File: src/hw/rtl/ppg_pkg.sv
// Shared types, constants and arithmetic helpers for the plasma pixel generator.
// No dependencies; imported by the front, the back and the top level of the block.
package ppg_pkg;

    localparam int X_W     = 6;
    localparam int Y_W     = 4;
    localparam int STEP_W  = 16;
    localparam int SPEED_W = 16;
    localparam int TINT_W  = 24;
    localparam int PHASE_W = 32;
    localparam int CH_W    = 8;

    // configuration port
    localparam int APB_AW = 3;
    localparam int APB_DW = 32;
    localparam logic REG_SPEED = 1'b0;
    localparam logic REG_TINT  = 1'b1;

    localparam logic [SPEED_W-1:0] SPEED_RESET = 16'd50;
    localparam logic [TINT_W-1:0]  TINT_RESET  = 24'hFF40FF;

    // queue depths (power of two, at least 2)
    localparam int JOB_DEPTH_DEF = 2;
    localparam int OUT_DEPTH_DEF = 2;

    // long division by small constants, one byte of dividend per cycle
    localparam int DIGIT_W   = 8;
    localparam int DIV_STEPS = PHASE_W / DIGIT_W;
    localparam int CNT_W     = $clog2(DIV_STEPS);
    localparam int REM_W     = 6;

    localparam logic [REM_W-1:0] DIV_SPEED = 6'd50;
    localparam logic [REM_W-1:0] DIV_A     = 6'd9;
    localparam logic [REM_W-1:0] DIV_B     = 6'd14;
    localparam logic [REM_W-1:0] DIV_C     = 6'd6;

    // angle multipliers of the three waves
    localparam logic [7:0] MUL_X  = 8'd13;
    localparam logic [7:0] MUL_Y  = 8'd23;
    localparam logic [7:0] MUL_XY = 8'd11;

    localparam logic [7:0] WAVE_MID = 8'd128;
    localparam logic [6:0] WAVE_TOP = 7'd127;

    // sum / 3 == (sum * 683) >> 11 for sums below 768
    localparam logic [9:0] AVG_MUL   = 10'd683;
    localparam int         AVG_SHIFT = 11;

    typedef struct packed {
        logic [X_W-1:0]    pixel_x;
        logic [Y_W-1:0]    pixel_y;
        logic [STEP_W-1:0] step_ms;
    } t_pixel_in;

    typedef struct packed {
        logic [CH_W-1:0] red;
        logic [CH_W-1:0] green;
        logic [CH_W-1:0] blue;
    } t_pixel_out;

    typedef struct packed {
        logic [X_W-1:0]     pixel_x;
        logic [Y_W-1:0]     pixel_y;
        logic [PHASE_W-1:0] phase;
    } t_job;

    typedef struct packed {
        logic [REM_W-1:0]   rem;
        logic [DIGIT_W-1:0] quo;
    } t_div;

    // one byte of restoring division; rem_in < divisor
    function automatic t_div div_byte(input logic [REM_W-1:0] rem_in,
                                      input logic [DIGIT_W-1:0] digits,
                                      input logic [REM_W-1:0] divisor);
        logic [REM_W:0] acc;
        t_div           res;
        acc = {1'b0, rem_in};
        for (int i = DIGIT_W - 1; i >= 0; i--) begin
            acc = {acc[REM_W-1:0], digits[i]};
            if (acc >= {1'b0, divisor}) begin
                acc        = acc - {1'b0, divisor};
                res.quo[i] = 1'b1;
            end else begin
                res.quo[i] = 1'b0;
            end
        end
        res.rem = acc[REM_W-1:0];
        return res;
    endfunction

    // parabolic wave, 2..254
    function automatic logic [7:0] wave_at(input logic [7:0] angle);
        logic [6:0]  h;
        logic [13:0] prod;
        logic [7:0]  hump;
        h    = angle[6:0];
        prod = {7'b0, h} * {7'b0, WAVE_TOP - h};
        hump = {1'b0, prod[11:5]};
        return angle[7] ? (WAVE_MID - hump) : (WAVE_MID + hump);
    endfunction

    // exact p / 255 for p < 65280
    function automatic logic [CH_W-1:0] div255(input logic [15:0] p);
        logic [16:0] s;
        s = {1'b0, p} + {9'b0, p[15:8]} + 17'd1;
        return s[15:8];
    endfunction

endpackage

File: src/hw/rtl/ppg_fifo.sv
// Small first-word-fall-through queue used between front and back and at the output.
// Depends on nothing but its parameters.
module ppg_fifo #(
    parameter int DEPTH = 2,
    parameter int WIDTH = 8
) (
    input  logic             i_clk,
    input  logic             i_rst_n,
    input  logic             i_push,
    input  logic [WIDTH-1:0] i_data,
    output logic             o_full,
    input  logic             i_pop,
    output logic [WIDTH-1:0] o_data,
    output logic             o_empty
);
    localparam int AW = $clog2(DEPTH);

    logic [WIDTH-1:0] r_mem [DEPTH];
    logic [AW:0]      r_wr, r_rd;
    logic [AW:0]      n_wr, n_rd;
    logic             wr_en, rd_en;

    assign o_empty = (r_wr == r_rd);
    assign o_full  = (r_wr[AW] != r_rd[AW]) && (r_wr[AW-1:0] == r_rd[AW-1:0]);
    assign wr_en   = i_push && !o_full;
    assign rd_en   = i_pop && !o_empty;
    assign o_data  = r_mem[r_rd[AW-1:0]];

    assign n_wr = wr_en ? r_wr + 1'b1 : r_wr;
    assign n_rd = rd_en ? r_rd + 1'b1 : r_rd;

    always_ff @(posedge i_clk) begin
        if (!i_rst_n) begin
            r_wr <= '0;
            r_rd <= '0;
        end else begin
            r_wr <= n_wr;
            r_rd <= n_rd;
        end
    end

    always_ff @(posedge i_clk) begin
        if (wr_en) begin
            r_mem[r_wr[AW-1:0]] <= i_data;
        end
    end

endmodule

File: src/hw/rtl/ppg_front.sv
// Front end: takes pixels, scales the time step by speed / 50 and advances the phase.
// Uses ppg_pkg; feeds jobs into the job queue.
module ppg_front
    import ppg_pkg::*;
(
    input  logic               i_clk,
    input  logic               i_rst_n,
    input  logic               i_push,
    output logic               o_full,
    input  t_pixel_in          i_item,
    input  logic [SPEED_W-1:0] i_speed,
    output logic               o_job_push,
    input  logic               i_job_full,
    output t_job               o_job
);
    localparam logic [2:0] ST_IDLE = 3'd0;
    localparam logic [2:0] ST_MUL  = 3'd1;
    localparam logic [2:0] ST_DIV  = 3'd2;
    localparam logic [2:0] ST_ADD  = 3'd3;
    localparam logic [2:0] ST_PUSH = 3'd4;

    logic [2:0]         r_state, n_state;
    logic [CNT_W-1:0]   r_cnt, n_cnt;
    logic [PHASE_W-1:0] r_phase, n_phase;
    logic [X_W-1:0]     r_x, n_x;
    logic [Y_W-1:0]     r_y, n_y;
    logic [STEP_W-1:0]  r_step, n_step;
    logic [PHASE_W-1:0] r_work, n_work;
    logic [PHASE_W-1:0] r_quo, n_quo;
    logic [REM_W-1:0]   r_rem, n_rem;
    t_div               dig;

    assign dig = div_byte(r_rem, r_work[PHASE_W-1 -: DIGIT_W], DIV_SPEED);

    always_comb begin
        n_state = r_state;
        n_cnt   = r_cnt;
        n_phase = r_phase;
        n_x     = r_x;
        n_y     = r_y;
        n_step  = r_step;
        n_work  = r_work;
        n_quo   = r_quo;
        n_rem   = r_rem;
        unique case (r_state)
            ST_IDLE: begin
                if (i_push) begin
                    n_x     = i_item.pixel_x;
                    n_y     = i_item.pixel_y;
                    n_step  = i_item.step_ms;
                    n_state = ST_MUL;
                end
            end
            ST_MUL: begin
                n_work  = {16'b0, r_step} * {16'b0, i_speed};
                n_rem   = '0;
                n_cnt   = '0;
                n_state = ST_DIV;
            end
            ST_DIV: begin
                n_work = {r_work[PHASE_W-DIGIT_W-1:0], {DIGIT_W{1'b0}}};
                n_quo  = {r_quo[PHASE_W-DIGIT_W-1:0], dig.quo};
                n_rem  = dig.rem;
                n_cnt  = r_cnt + 1'b1;
                if (r_cnt == CNT_W'(DIV_STEPS - 1)) begin
                    n_state = ST_ADD;
                end
            end
            ST_ADD: begin
                n_phase = r_phase + r_quo;
                n_state = ST_PUSH;
            end
            ST_PUSH: begin
                if (!i_job_full) begin
                    n_state = ST_IDLE;
                end
            end
            default: n_state = ST_IDLE;
        endcase
    end

    always_ff @(posedge i_clk) begin
        if (!i_rst_n) begin
            r_state <= ST_IDLE;
            r_phase <= '0;
        end else begin
            r_state <= n_state;
            r_phase <= n_phase;
        end
    end

    always_ff @(posedge i_clk) begin
        r_cnt  <= n_cnt;
        r_x    <= n_x;
        r_y    <= n_y;
        r_step <= n_step;
        r_work <= n_work;
        r_quo  <= n_quo;
        r_rem  <= n_rem;
    end

    assign o_full        = (r_state != ST_IDLE);
    assign o_job_push    = (r_state == ST_PUSH) && !i_job_full;
    assign o_job.pixel_x = r_x;
    assign o_job.pixel_y = r_y;
    assign o_job.phase   = r_phase;

endmodule

File: src/hw/rtl/ppg_back.sv
// Back end: phase divisions, three waves, average and tint for one job at a time.
// Uses ppg_pkg; pulls from the job queue and fills the result queue.
module ppg_back
    import ppg_pkg::*;
(
    input  logic              i_clk,
    input  logic              i_rst_n,
    input  logic              i_job_empty,
    output logic              o_job_pop,
    input  t_job              i_job,
    input  logic [TINT_W-1:0] i_tint,
    output logic              o_res_push,
    input  logic              i_res_full,
    output t_pixel_out        o_res
);
    localparam logic [2:0] ST_IDLE = 3'd0;
    localparam logic [2:0] ST_DIV  = 3'd1;
    localparam logic [2:0] ST_WAVE = 3'd2;
    localparam logic [2:0] ST_AVG  = 3'd3;
    localparam logic [2:0] ST_TINT = 3'd4;
    localparam logic [2:0] ST_DONE = 3'd5;

    logic [2:0]         r_state, n_state;
    logic [CNT_W-1:0]   r_cnt, n_cnt;
    logic [X_W-1:0]     r_x, n_x;
    logic [Y_W-1:0]     r_y, n_y;
    logic [PHASE_W-1:0] r_work, n_work;
    logic [REM_W-1:0]   r_rem_a, r_rem_b, r_rem_c, n_rem_a, n_rem_b, n_rem_c;
    logic [7:0]         r_q_a, r_q_b, r_q_c, n_q_a, n_q_b, n_q_c;
    logic [7:0]         r_w_a, r_w_b, r_w_c, n_w_a, n_w_b, n_w_c;
    logic [7:0]         r_avg, n_avg;
    logic [15:0]        r_pr, r_pg, r_pb, n_pr, n_pg, n_pb;
    t_div               dig_a, dig_b, dig_c;
    logic [7:0]         ang_a, ang_b, ang_c;
    logic [9:0]         wsum;
    logic [19:0]        avg_prod;

    assign dig_a = div_byte(r_rem_a, r_work[PHASE_W-1 -: DIGIT_W], DIV_A);
    assign dig_b = div_byte(r_rem_b, r_work[PHASE_W-1 -: DIGIT_W], DIV_B);
    assign dig_c = div_byte(r_rem_c, r_work[PHASE_W-1 -: DIGIT_W], DIV_C);

    // only the low byte of each quotient matters to the wave angle
    assign ang_a = {2'b0, r_x} * MUL_X + r_q_a;
    assign ang_b = {4'b0, r_y} * MUL_Y + r_q_b;
    assign ang_c = ({2'b0, r_x} + {4'b0, r_y}) * MUL_XY + r_q_c;

    assign wsum     = {2'b0, r_w_a} + {2'b0, r_w_b} + {2'b0, r_w_c};
    assign avg_prod = {10'b0, wsum} * {10'b0, AVG_MUL};

    always_comb begin
        n_state = r_state;
        n_cnt   = r_cnt;
        n_x     = r_x;
        n_y     = r_y;
        n_work  = r_work;
        n_rem_a = r_rem_a;
        n_rem_b = r_rem_b;
        n_rem_c = r_rem_c;
        n_q_a   = r_q_a;
        n_q_b   = r_q_b;
        n_q_c   = r_q_c;
        n_w_a   = r_w_a;
        n_w_b   = r_w_b;
        n_w_c   = r_w_c;
        n_avg   = r_avg;
        n_pr    = r_pr;
        n_pg    = r_pg;
        n_pb    = r_pb;
        unique case (r_state)
            ST_IDLE: begin
                if (!i_job_empty) begin
                    n_x     = i_job.pixel_x;
                    n_y     = i_job.pixel_y;
                    n_work  = i_job.phase;
                    n_rem_a = '0;
                    n_rem_b = '0;
                    n_rem_c = '0;
                    n_cnt   = '0;
                    n_state = ST_DIV;
                end
            end
            ST_DIV: begin
                n_work  = {r_work[PHASE_W-DIGIT_W-1:0], {DIGIT_W{1'b0}}};
                n_rem_a = dig_a.rem;
                n_rem_b = dig_b.rem;
                n_rem_c = dig_c.rem;
                n_q_a   = dig_a.quo;
                n_q_b   = dig_b.quo;
                n_q_c   = dig_c.quo;
                n_cnt   = r_cnt + 1'b1;
                if (r_cnt == CNT_W'(DIV_STEPS - 1)) begin
                    n_state = ST_WAVE;
                end
            end
            ST_WAVE: begin
                n_w_a   = wave_at(ang_a);
                n_w_b   = wave_at(ang_b);
                n_w_c   = wave_at(ang_c);
                n_state = ST_AVG;
            end
            ST_AVG: begin
                n_avg   = avg_prod[AVG_SHIFT +: 8];
                n_state = ST_TINT;
            end
            ST_TINT: begin
                n_pr    = {8'b0, i_tint[23:16]} * {8'b0, r_avg};
                n_pg    = {8'b0, i_tint[15:8]} * {8'b0, r_avg};
                n_pb    = {8'b0, i_tint[7:0]} * {8'b0, r_avg};
                n_state = ST_DONE;
            end
            ST_DONE: begin
                if (!i_res_full) begin
                    n_state = ST_IDLE;
                end
            end
            default: n_state = ST_IDLE;
        endcase
    end

    always_ff @(posedge i_clk) begin
        if (!i_rst_n) begin
            r_state <= ST_IDLE;
        end else begin
            r_state <= n_state;
        end
    end

    always_ff @(posedge i_clk) begin
        r_cnt   <= n_cnt;
        r_x     <= n_x;
        r_y     <= n_y;
        r_work  <= n_work;
        r_rem_a <= n_rem_a;
        r_rem_b <= n_rem_b;
        r_rem_c <= n_rem_c;
        r_q_a   <= n_q_a;
        r_q_b   <= n_q_b;
        r_q_c   <= n_q_c;
        r_w_a   <= n_w_a;
        r_w_b   <= n_w_b;
        r_w_c   <= n_w_c;
        r_avg   <= n_avg;
        r_pr    <= n_pr;
        r_pg    <= n_pg;
        r_pb    <= n_pb;
    end

    assign o_job_pop   = (r_state == ST_IDLE) && !i_job_empty;
    assign o_res_push  = (r_state == ST_DONE) && !i_res_full;
    assign o_res.red   = div255(r_pr);
    assign o_res.green = div255(r_pg);
    assign o_res.blue  = div255(r_pb);

endmodule

File: src/hw/rtl/plasma_pixel_generator_top.sv
// Plasma pixel generator, top level: APB register file, front, job queue, back, result queue.
// Depends on ppg_pkg, ppg_front, ppg_fifo and ppg_back.
//
// Each pixel pushed in (column, row, step in ms) gives one RGB result, in order.
// Before the pixel is drawn the step is scaled as step * speed / 50 and added to a
// wrapping 32-bit phase; send a nonzero step only with the first pixel of a frame.
// The front takes a pixel, multiplies and divides by 50 one byte per cycle and
// updates the phase; full stays high until the job is in the job queue, so the front
// takes no new pixel before it is through with the last. The back divides the phase by
// 9, 14 and 6 (one byte per cycle), evaluates the three waves, averages them and
// applies the tint, and pops no new job before its result is in the result queue.
// Its byte-wise phase division makes the back the slower half and so sets the pace.
// Small queues after the front and at the output let the host and the consumer stall
// independently.
// Registers (paddr[2] selects, low address bits ignored): 0x0 speed_percent
// (15:0, reset 50), 0x4 tint_color (23:0, reset 0xFF40FF, red 23:16, blue 7:0).
// Write registers only while no transfer is in flight inside the block.
module plasma_pixel_generator_top
    import ppg_pkg::*;
#(
    parameter int JOB_DEPTH = JOB_DEPTH_DEF,
    parameter int OUT_DEPTH = OUT_DEPTH_DEF
) (
    input  logic              i_clk,
    input  logic              i_rst_n,
    // pixel input side
    input  logic              push,
    output logic              full,
    input  t_pixel_in         i_pixel,
    // result queue side
    input  logic              pop,
    output logic              empty,
    output t_pixel_out        o_color,
    // configuration
    input  logic              psel,
    input  logic              penable,
    input  logic              pwrite,
    input  logic [APB_AW-1:0] paddr,
    input  logic [APB_DW-1:0] pwdata,
    output logic [APB_DW-1:0] prdata,
    output logic              pready
);
    logic [SPEED_W-1:0] r_speed, n_speed;
    logic [TINT_W-1:0]  r_tint, n_tint;
    logic               cfg_wr;

    logic       job_push, job_full, job_pop, job_empty;
    t_job       job_in, job_out;
    logic       res_push, res_full;
    t_pixel_out res_in;

    // ---- configuration registers; a transfer completes in the access cycle
    assign pready = 1'b1;
    assign cfg_wr = psel && penable && pwrite && pready;

    always_comb begin
        n_speed = r_speed;
        n_tint  = r_tint;
        if (cfg_wr) begin
            unique case (paddr[2])
                REG_SPEED: n_speed = pwdata[SPEED_W-1:0];
                REG_TINT:  n_tint  = pwdata[TINT_W-1:0];
                default:   n_speed = r_speed;
            endcase
        end
    end

    always_ff @(posedge i_clk) begin
        if (!i_rst_n) begin
            r_speed <= SPEED_RESET;
            r_tint  <= TINT_RESET;
        end else begin
            r_speed <= n_speed;
            r_tint  <= n_tint;
        end
    end

    always_comb begin
        unique case (paddr[2])
            REG_SPEED: prdata = {{(APB_DW-SPEED_W){1'b0}}, r_speed};
            REG_TINT:  prdata = {{(APB_DW-TINT_W){1'b0}}, r_tint};
            default:   prdata = '0;
        endcase
    end

    // ---- front: phase accumulation
    ppg_front u_front (
        .i_clk      (i_clk),
        .i_rst_n    (i_rst_n),
        .i_push     (push),
        .o_full     (full),
        .i_item     (i_pixel),
        .i_speed    (r_speed),
        .o_job_push (job_push),
        .i_job_full (job_full),
        .o_job      (job_in)
    );

    // ---- job queue between front and back
    ppg_fifo #(
        .DEPTH (JOB_DEPTH),
        .WIDTH ($bits(t_job))
    ) u_job_q (
        .i_clk   (i_clk),
        .i_rst_n (i_rst_n),
        .i_push  (job_push),
        .i_data  (job_in),
        .o_full  (job_full),
        .i_pop   (job_pop),
        .o_data  (job_out),
        .o_empty (job_empty)
    );

    // ---- back: phase divisions, waves, average, tint
    ppg_back u_back (
        .i_clk       (i_clk),
        .i_rst_n     (i_rst_n),
        .i_job_empty (job_empty),
        .o_job_pop   (job_pop),
        .i_job       (job_out),
        .i_tint      (r_tint),
        .o_res_push  (res_push),
        .i_res_full  (res_full),
        .o_res       (res_in)
    );

    // ---- result queue; head entry is shown while empty is low
    ppg_fifo #(
        .DEPTH (OUT_DEPTH),
        .WIDTH ($bits(t_pixel_out))
    ) u_out_q (
        .i_clk   (i_clk),
        .i_rst_n (i_rst_n),
        .i_push  (res_push),
        .i_data  (res_in),
        .o_full  (res_full),
        .i_pop   (pop),
        .o_data  (o_color),
        .o_empty (empty)
    );

endmodule
File: config.mk
export PLATFORM = sky130hd
export DESIGN_NAME = plasma_pixel_generator_top
export DESIGN_NICKNAME = d
export VERILOG_FILES = /design/src/hw/rtl/ppg_pkg.sv /design/src/hw/rtl/ppg_fifo.sv /design/src/hw/rtl/ppg_front.sv /design/src/hw/rtl/ppg_back.sv /design/src/hw/rtl/plasma_pixel_generator_top.sv
export SDC_FILE = /design/constraint.sdc
export NUM_CORES = 2
export LEC_CHECK = 0
export BUFFER_PORTS_ARGS = -buffer_cell sky130_fd_sc_hd__buf_2
export CAP_MARGIN = 10
export CORE_ASPECT_RATIO = 1.75
export CORE_MARGIN = 10
export CORE_UTILIZATION = 31
export DETAILED_ROUTE_END_ITERATION = 8
export PLACE_DENSITY = 0.44
export REMOVE_ABC_BUFFERS = 1
export SYNTH_ARGS = -nofsm -noshare
export SYNTH_HDL_FRONTEND = slang
export SYNTH_SLANG_ARGS = --single-unit
File: constraint.sdc
create_clock -name i_clk -period 19 [get_ports i_clk]
set_input_delay 1.9 -clock i_clk [delete_from_list [all_inputs] [get_ports i_clk]]
set_output_delay 1.9 -clock i_clk [all_outputs]
set_load 0.01 [all_outputs]
==> metrics.md <==
| Metric | Value |
|---|---|
| CP max FO | `14` |
| Sequential area share after synthesis | `28.9%` |
| GP Congestion | `0.820` |
| Synth Register Bits | `483` |
| H-tree levels | `2` |
| Critical Path Source Type | `flop` |
| Via Count | `33200` |
| Die Span Y | `536 um` |
| CTS clock-pin slew for the worst setup and hold paths | `70 ps` |
| Worst rel slew slack | `26.1%` |
| Placed insts | `6825` |
| Top_reg_cell synth | `edfxtp_1` |
| HPWL Detailed | `95.1 mm` |
| CTS tree | `built` |
| Max-cap violations | `0` |
| Crit. End Element | `flop` |
| # setup viols final | `0` |
| Critical Path RT | `19370 ps` |
| Iter 0 DRT Violations | `1174` |
| Max Clock Freq | `88.8 MHz` |
| GR Overflow Total | `0` |
| EDFF count, synth | `395` |
| DR pass1 iterations | `5` |
| Post-CTS Setup Bufs | `0` |
| Die width | `315 um` |
| Fin. Hold Viols | `0` |
| Status | `completed` |
| Final non-filler cell total | `6929` |
| Final cycle utilization of the critical path | `59.3%` |
| Synthesized area | `0.0472 sq mm` |
| CP arrival | `11620 ps` |
| DRT antenna net count | `0` |
| Worst-skew pair later-pin latency | `680 ps` |
| Async SR Flop Fraction | `0%` |
| Final Slew Violations | `0` |
| CTS root buffer | `clkbuf_16` |
| Post-CTS Resized | `0` |
| # clock sinks | `483` |
| All-Layer GR Usage | `14.3%` |
| Initial antenna violation count | `4` |
| Setup CP Type | `reg -> reg` |
| # IOs | `127` |
| Vias per Instance | `4.79` |
| Final min period | `11260 ps` |
| Synthesized instance count | `4837` |
| Clk_skew | `51.4 ps` |
| Pin count of the biggest net entering global routing | `88` |
| Residual DRC count | `0` |
| Initial core utilization | `31.2%` |
| Critical path's slowest cell | `a2111oi_2` |
| Fillcell total | `15700` |
| Synth-to-layout area growth | `9.50%` |
| Fin Setup TNS | `0 ps` |
| Min-delay worst type | `reg -> reg` |
| Num CTS Buffers | `53` |
| Core Area | `0.151 sq mm` |
| I/O Buffers | `107` |
| Layout cells sized above 1 | `7.89%` |
| RSZ-0062 raised after global routing | `false` |
| CP bufs+invs | `3` |
| Most common cell on crit path | `ha_1` |
| Die ar. | `0.169 sq mm` |
| Critical path's largest stage delay | `740 ps` |
| Synth warnings | `0` |
| Hold_buf cts | `0` |
| WL/cell | `17.4 um` |
| Vias in the first global route | `35100` |
| CTS max path bufs | `3` |
| Top delay family on crit path | `simple AND/OR/NAND/NOR gates` |
| Worst Max-Slew Pin Slew | `1110 ps` |
| Count of cell types in the netlist | `118` |
| Syn_area_per_cell | `9.75 sq um` |
| Std-Cell Rows | `189` |
| Layout Nets | `5865` |
| Routed wire length | `120 mm` |
| Global-route wire length before repair | `192 mm` |
state kept, by name, indices dropped and copies added (netlist names), 16 cells and up, named ones only:
signal	cells
u_front.r_step	16
u_back.r_work	32
u_back.r_pg	16
r_speed	16
u_job_q.r_mem	84
u_back.r_pr	16
u_back.r_pb	16
u_front.r_work	32
r_tint	24
u_front.r_phase	32
u_front.r_quo	32
u_out_q.r_mem	48
synth_stat cells, drive strengths merged, types with 37 or more instances:
cell,count,share of area [%]
xor2,57,1.1
inv,667,5.3
clkbuf,143,1.1
nand3,92,0.99
o21ai,131,1.4
xnor2,206,3.8
nand2,583,4.6
a21oi,229,2.4
and2,238,3.2
nor3,87,0.96
mux2,76,1.8
fa,399,17
ha,523,14
a21o,37,0.59
nand2b,37,0.49
mux2i,71,1.5
edfxtp,395,25
nor2,252,2.0
dfxtp,88,3.7
o21a,56,0.89
cell families (layout without fill, tap and decap cells):
kind of cell,after synthesis,in the layout,share of synthesized area (%)
AOI/OAI and AO/OA,727,727,10.5
other,2,13,0.0159
adders and majority gates,923,923,30.8
xor gates and xnor gates,263,263,4.90
buffers and inverters,841,917,6.86
muxes,147,147,3.36
and+or+nand+nor,1451,1451,14.7
DFF,483,483,28.9
final cells by class:
type                       count  area (sq um)  share of cell area [%]
sequential                   483         13600                    26.4
multi-input combinational   3520         30400                    58.8
inverter                     671          2520                    4.88
timing repair buffer         146           828                    1.60
clock buffer                  66          1410                    2.72
antenna                        4          10.0                  0.0194
tap                         2005          2510                    4.86
clock inverter                34           368                   0.712
placed cells by master (no fill, tap or decap), types with 87 or more instances in the layout:
master and n:
buf_2 107, and2_1 236, edfxtp_1 395, ha_1 523
o21ai_0 124, dfxtp_1 87, a21oi_1 228, nand2_1 583
inv_1 658, nand3_1 91, xnor2_1 206, fa_1 399
nor2_1 244
per-layer routing:
metal | track usage (%) | share of wire [%] | vias up
met5 | 0 | 0.014 | -
met4 | 4.57 | 3.1 | 2
met3 | 1.33 | 2.1 | 175
met2 | 28.0 | 55 | 377
met1 | 15.8 | 40 | 16300
li1 | - | - | 16300
path summary, 6_finish.rpt:
path | start | to | slack (ps) | cells past startpoint
min reg2reg | u_front.r_y[1] | u_job_q.r_mem[0][33] | 440 | 0
max | u_back.r_rem_b[0] | u_back.r_rem_c[3] | 7740 | 37
min | u_front.r_y[1] | u_job_q.r_mem[0][33] | 440 | 0
max reg2reg | u_back.r_rem_b[0] | u_back.r_rem_c[3] | 7740 | 37
worst register-to-register path, delay by kind of cell, from the launching register on:
family | cells | cell delay [ps]
adders and majority gates | 8 | 2440
AOI/OAI and AO/OA | 9 | 3040
xor gates and xnor gates | 5 | 1210
buffers and inverters | 3 | 420
and+or+nand+nor | 12 | 3240
DFF | 1 | 630
metrics by stage:
step | setup slack [ps] | utilization (%) | hold WS, ps | cell area (sq um)
2_1_floorplan | 9620 | - | 421 | 46500
3_3_place_gp | 7940 | 32.9 | 427 | 49900
3_5_place_dp | 7870 | 32.9 | 431 | 49900
4_1_cts | 7830 | 34.1 | 445 | 51600
5_1_grt | 6930 | 34.1 | 454 | 51600
6_report | 7740 | 34.1 | 445 | 51600
Power is left out: the tool's default activity adds up to more than one toggle a clock period on the data nets, which glitch-free logic cannot reach.
